[config.mk]
export PLATFORM = sky130hd
export DESIGN_NAME = hntl_ctrl
export DESIGN_NICKNAME = d
export VERILOG_FILES = /design/src/sv/hntl_pkg.sv /design/src/sv/hntl_ctrl.sv
export VERILOG_INCLUDE_DIRS = /design/src /design/src/sv
export SDC_FILE = /design/constraint.sdc
export NUM_CORES = 1
export LEC_CHECK = 0
export BUFFER_PORTS_ARGS = -buffer_cell sky130_fd_sc_hd__buf_2
export CAP_MARGIN = 20
export CORE_AREA = 2 2 39 41
export DETAILED_ROUTE_END_ITERATION = 7
export DIE_AREA = 0 0 41 43
export MAX_ROUTING_LAYER = met4
export PLACE_DENSITY = 0.39
export SLEW_MARGIN = 0
export SYNTH_ARGS = -nofsm -noshare
export SYNTH_HDL_FRONTEND = slang
export SYNTH_SLANG_ARGS = --single-unit
[constraint.sdc]
create_clock -name clock -period 1.1 [get_ports clock]
set_input_delay 0.11 -clock clock [delete_from_list [all_inputs] [get_ports clock]]
set_output_delay 0.11 -clock clock [all_outputs]
set_load 0.005 [all_outputs]
[src/sv/hashed_name_table_lookup_core_assert.svh]
// Assertion macros for the hashed name table lookup core.
// Included by the controller and the datapath; depends on nothing else.
`ifndef HASHED_NAME_TABLE_LOOKUP_CORE_ASSERT_SVH
`define HASHED_NAME_TABLE_LOOKUP_CORE_ASSERT_SVH

`ifndef NO_ASSERTIONS

// Same-cycle implication, disabled while reset is high.
`define HNTL_ASSERT_NOW(lbl, clk, rst, ante, cons) \
   lbl: assert property (@(posedge clk) disable iff (rst) (ante) |-> (cons)) \
      else $error("hntl assertion failed");

// Next-cycle implication, disabled while reset is high.
`define HNTL_ASSERT_NEXT(lbl, clk, rst, ante, cons) \
   lbl: assert property (@(posedge clk) disable iff (rst) (ante) |=> (cons)) \
      else $error("hntl assertion failed");

`else

`define HNTL_ASSERT_NOW(lbl, clk, rst, ante, cons)
`define HNTL_ASSERT_NEXT(lbl, clk, rst, ante, cons)

`endif

`endif

[src/sv/hntl_pkg.sv]
// Shared constants, types and control structs of the hashed name table lookup core.
// Depends on nothing; the interfaces, controller, datapath and top level import it.
`default_nettype none

package hntl_pkg;

   // Table geometry.
   localparam int unsigned TABLE_DEPTH = 512;
   localparam int unsigned ADDR_W = (TABLE_DEPTH > 1) ? $clog2(TABLE_DEPTH) : 1;
   localparam int unsigned SPAN_W = $clog2(TABLE_DEPTH + 1);

   // Field widths.
   localparam int unsigned INDEX_W = 9;
   localparam int unsigned KEY_W   = 21;
   localparam int unsigned STYLE_W = 10;
   localparam int unsigned BYTE_W  = 8;
   localparam int unsigned COUNT_W = 10;
   localparam int unsigned HASH_W  = 32;
   localparam int unsigned ENTRY_W = KEY_W + STYLE_W;

   // FNV-1a constants.
   localparam logic [HASH_W-1:0] HASH_PRIME = 32'd16777619;
   localparam logic [HASH_W-1:0] FNV_BASIS = 32'd2166136261;
   localparam logic [COUNT_W-1:0] COUNT_RESET = 10'd1;

   typedef enum logic {
      OP_LOAD = 1'b0,
      OP_NAME = 1'b1
   } op_type;

   typedef enum logic [1:0] {
      ST_IDLE,
      ST_PROBE,
      ST_COMPARE,
      ST_SETTLE
   } state_type;

   typedef struct packed {
      logic hash_step;
      logic hash_last;
      logic mem_wr;
      logic rd_en;
      logic rd_sel_lo;
      logic step_update;
      logic rsp_load;
   } cmd_type;

   typedef struct packed {
      logic span_gt1;
      logic rsp_free;
   } status_type;

endpackage

`default_nettype wire

[src/sv/hntl_ctrl.sv]
// Controller state machine: accepts items, sequences the binary search, loads the result.
// Depends on hntl_pkg and the assertion macro header.
`default_nettype none
`include "hashed_name_table_lookup_core_assert.svh"

module hntl_ctrl (
   input  logic                 clock,
   input  logic                 reset,
   input  logic                 req_valid,
   input  logic                 req_op,
   input  logic                 req_last,
   output logic                 req_ready,
   input  hntl_pkg::status_type sts,
   output hntl_pkg::cmd_type    cmd
);
   import hntl_pkg::*;

   state_type state_ff, state_in;
   logic      accept;

   assign accept = req_valid && (state_ff == ST_IDLE);

   always_comb begin
      state_in = state_ff;
      case (state_ff)
         ST_IDLE: begin
            if (accept && req_op == OP_NAME && req_last) begin
               state_in = ST_PROBE;
            end
         end
         ST_PROBE: begin
            state_in = sts.span_gt1 ? ST_COMPARE : ST_SETTLE;
         end
         ST_COMPARE: begin
            state_in = ST_PROBE;
         end
         ST_SETTLE: begin
            if (sts.rsp_free) begin
               state_in = ST_IDLE;
            end
         end
         default: begin
            state_in = ST_IDLE;
         end
      endcase
   end

   always_comb begin
      cmd       = '0;
      req_ready = 1'b0;
      case (state_ff)
         ST_IDLE: begin
            req_ready     = 1'b1;
            cmd.hash_step = accept && req_op == OP_NAME;
            cmd.hash_last = accept && req_op == OP_NAME && req_last;
            cmd.mem_wr    = accept && req_op == OP_LOAD;
         end
         ST_PROBE: begin
            cmd.rd_en     = 1'b1;
            cmd.rd_sel_lo = !sts.span_gt1;
         end
         ST_COMPARE: begin
            cmd.step_update = 1'b1;
         end
         ST_SETTLE: begin
            cmd.rsp_load = sts.rsp_free;
         end
         default: begin
            cmd = '0;
         end
      endcase
   end

   always_ff @(posedge clock) begin
      if (reset) begin
         state_ff <= ST_IDLE;
      end else begin
         state_ff <= state_in;
      end
   end

   // A search starts only from an accepted final name byte.
   `HNTL_ASSERT_NOW(a_search_start, clock, reset,
      state_ff == ST_PROBE && $past(state_ff) == ST_IDLE,
      $past(req_valid && req_op == OP_NAME && req_last))
   // Every compare is followed by another probe.
   `HNTL_ASSERT_NEXT(a_compare_then_probe, clock, reset, state_ff == ST_COMPARE,
      state_ff == ST_PROBE)
   // Once the result is loaded the block returns to taking items.
   `HNTL_ASSERT_NEXT(a_settle_done, clock, reset, state_ff == ST_SETTLE && sts.rsp_free,
      state_ff == ST_IDLE)

endmodule

`default_nettype wire

==> flow_summary.yaml <==
run_status:
  status: "finished, final reports clean"
logic_synthesis:
  synth_top_area_share: 0.2667
  yosysUniqueCellTypes: 13
  syn-instance-count: 17
  yosysSeqAreaShare: 0.2667
  syn_area_per_cell_um2: 8.832
  synthTopCellsByArea: "dfxtp_1, a211oi_1, mux2_4"
  synth_warnings: 0
  synthesis.nets: 24
  synth_area_um2: 150.1
  synth_seq_cells: 2
  synth_top_area_cell: "dfxtp_1"
power:
  switching_share: 0.2749
  max-vdd-ir-drop_uv: 140.4
  p_per_area_mw_per_mm2: 1151
  p_total_mw: 0.3413
  p_int_mw: 0.2475
  p_sw_mw: 0.09382
  p_leak_nw: 0.1476
  seqPwrFrac: 0.261
  p_comb_frac: 0.247
  clkPwrFrac: 0.491
finish:
  n_fill_cell: 160
  largest_register_ff_count: 2
  areaGrowthSynthToFinish_pct: 97.50
  final_common_cell: "buf_2"
  drive_gt1_frac: 0.7941
  final_cell_mix: "buf_2, clkbuf_4, and3_1, a211oi_1, dfxtp_4"
  finalNetCount: 43
  reg_top3: "state_ff x2"
  antennaDiodeCount: 0
  fin_util: 0.2143
  largest-register: "state_ff"
timing:
  finalCriticalPeriod_ns: 1.094
  timing.final.crit_share: 0.9941
  rsz0062_at_grt: "yes"
  relSlewSlack: 0.8501
  finalSetupViolCount: 0
  fin_ws_ns: 0.006459
  hold_viol: 0
  skew_ns: 0.001651
  whs_ns: 0.05615
  clock.fmax_mhz: 914.5
  final_max_slew_viol_count: 0
  setup_tns_ns: 0
  tightest_slew_ns: 0.2233
critical_path:
  arrival_ns: 0.98
  r2r_cells: 2
  endpoint: "cmd[0]"
  worst_setup_path_start_kind: "flop"
  r2r-end: "state_ff[0]$_SDFFE_PP0P_"
  r2r-start: "state_ff[1]$_SDFFE_PP0P_"
  startpoint: "state_ff[1]$_SDFFE_PP0P_"
  path_class: "reg2out"
  critPathRequiredTime_ns: 0.99
  r2r_slack_ns: 0.12
  worstSetupEndpointType: "primary output"
  cp_max_fo: 5
drt:
  route.final.wire_length_um: 500
  drt_pass1_iterations: 1
  detail_route.wl_per_cell_um: 10.00
  ant_nets: 0
  vias: 198
  drc: 0
  drt-initial-drc-count: 0
  viasPerCell: 3.960
clock_network:
  cts_tree: "yes"
  numCtsBuffers: 3
  clockBufferDepth: 2
  cts_max_level: 1
  cts_root_buf: "clkbuf_4"
  clock-sinks: 2
  clk_latency_ns: 0.23
  path_clk_slew_ns: 0.03
  cts_hold_buffers: 0
floorplan:
  start_util: 0.1085
  core_area_mm2: 0.001384
  num_io_pins: 15
  chipWidth_um: 41
  dieArea_mm2: 0.001763
  rows: 14
  die_h_um: 43
grt:
  grt_pass1_vias: 195
  track_usage: 0.07377
  grt_max_degree: 8
  antenna_found_initial: 0
  grt.overflow.total: 0
  grt_pass1_wl_um: 786
hold_path:
  hold_class: "in2reg"
  hold_depth: 2
run:
  drv_cap: 0
place:
  routabilityCongestion: 0.6242
  dp_worst_setup_slack_ns: 0.09691
  dp_hpwl_um: 333.2
  numPortBuffers: 14
cell usage after synthesis:
cell      n
a311oi_1  1
and4_1    1
and3_1    2
nor2b_1   1
inv_1     1
buf_6     1
dfxtp_1   2
a211oi_1  2
nor4b_1   1
nor2_1    2
mux2_4    1
buf_4     1
nor3_1    1
area by class of cell:
| type | instances | area, um2 | share of cell area |
|---|---|---|---|
| Clock buffer | 3 | 22.52 | 0.07595 |
| Inverter | 1 | 3.754 | 0.01266 |
| Timing Repair Buffer | 16 | 88.84 | 0.2996 |
| Tap cell | 16 | 20.02 | 0.06751 |
| Multi-Input combinational cell | 12 | 113.9 | 0.3840 |
| Sequential cell | 2 | 47.55 | 0.1603 |
layer usage:
metal,vias up,share of wire,GRT usage
li1,99,-,-
met3,0,0.042,0.01571
met4,0,0,0.1000
met1,94,0.40,0.07619
met5,-,0,-
met2,5,0.56,0.09375
how the worst min path moves through the flow:
| stage | slack (ns) | start | end |
|---|---|---|---|
| floorplan | 0.18 | reset | state_ff[0]$_SDFFE_PP0P_ |
| global placement | 0.30 | reset | state_ff[0]$_SDFFE_PP0P_ |
| detailed placement | 0.30 | reset | state_ff[0]$_SDFFE_PP0P_ |
| CTS | 0.05 | reset | state_ff[0]$_SDFFE_PP0P_ |
| global route | 0.06 | reset | state_ff[0]$_SDFFE_PP0P_ |
| finish | 0.06 | reset | state_ff[0]$_SDFFE_PP0P_ |
metrics by stage:
stage | cell area [um2] | std cells
final | 296.5 | 50
after global routing | 296.5 | 50
after CTS | 274.0 | 49
after detailed placement | 229.0 | 46
after global placement | 229.0 | 46
after floorplan | 150.1 | 17
timing repair:
item / CTS / global route
resized for setup: 7 / 4
pin swaps: 0 / 3
setup endpoints to repair: 6 / 7
buffers inserted: 0 / 1
power groups by stage:
stage | clock network, mW | logic (mW) | registers, mW
after floorplan | 0 | 0.0401 | 0.0841
after global placement | 0 | 0.0693 | 0.0879
after detailed placement | 0 | 0.0670 | 0.0876
after CTS | 0.178 | 0.0728 | 0.0886
after global routing | 0.192 | 0.0951 | 0.0904
final | 0.168 | 0.0844 | 0.0892
cells by family after synthesis:
family | after synthesis | share of synthesized area
AO/OA/AOI/OAI | 3 | 0.1583
AND/OR/NAND/NOR | 8 | 0.3250
multiplexers | 1 | 0.09997
flip-flops | 2 | 0.2667
buffers and inverters | 3 | 0.1500
critical path: stages (launching register included):
cell,delay (ns)
dfxtp_4,0.36
buf_6,0.13
and3_1,0.15
buf_2,0.12
Power figures use the tool's default switching activity.
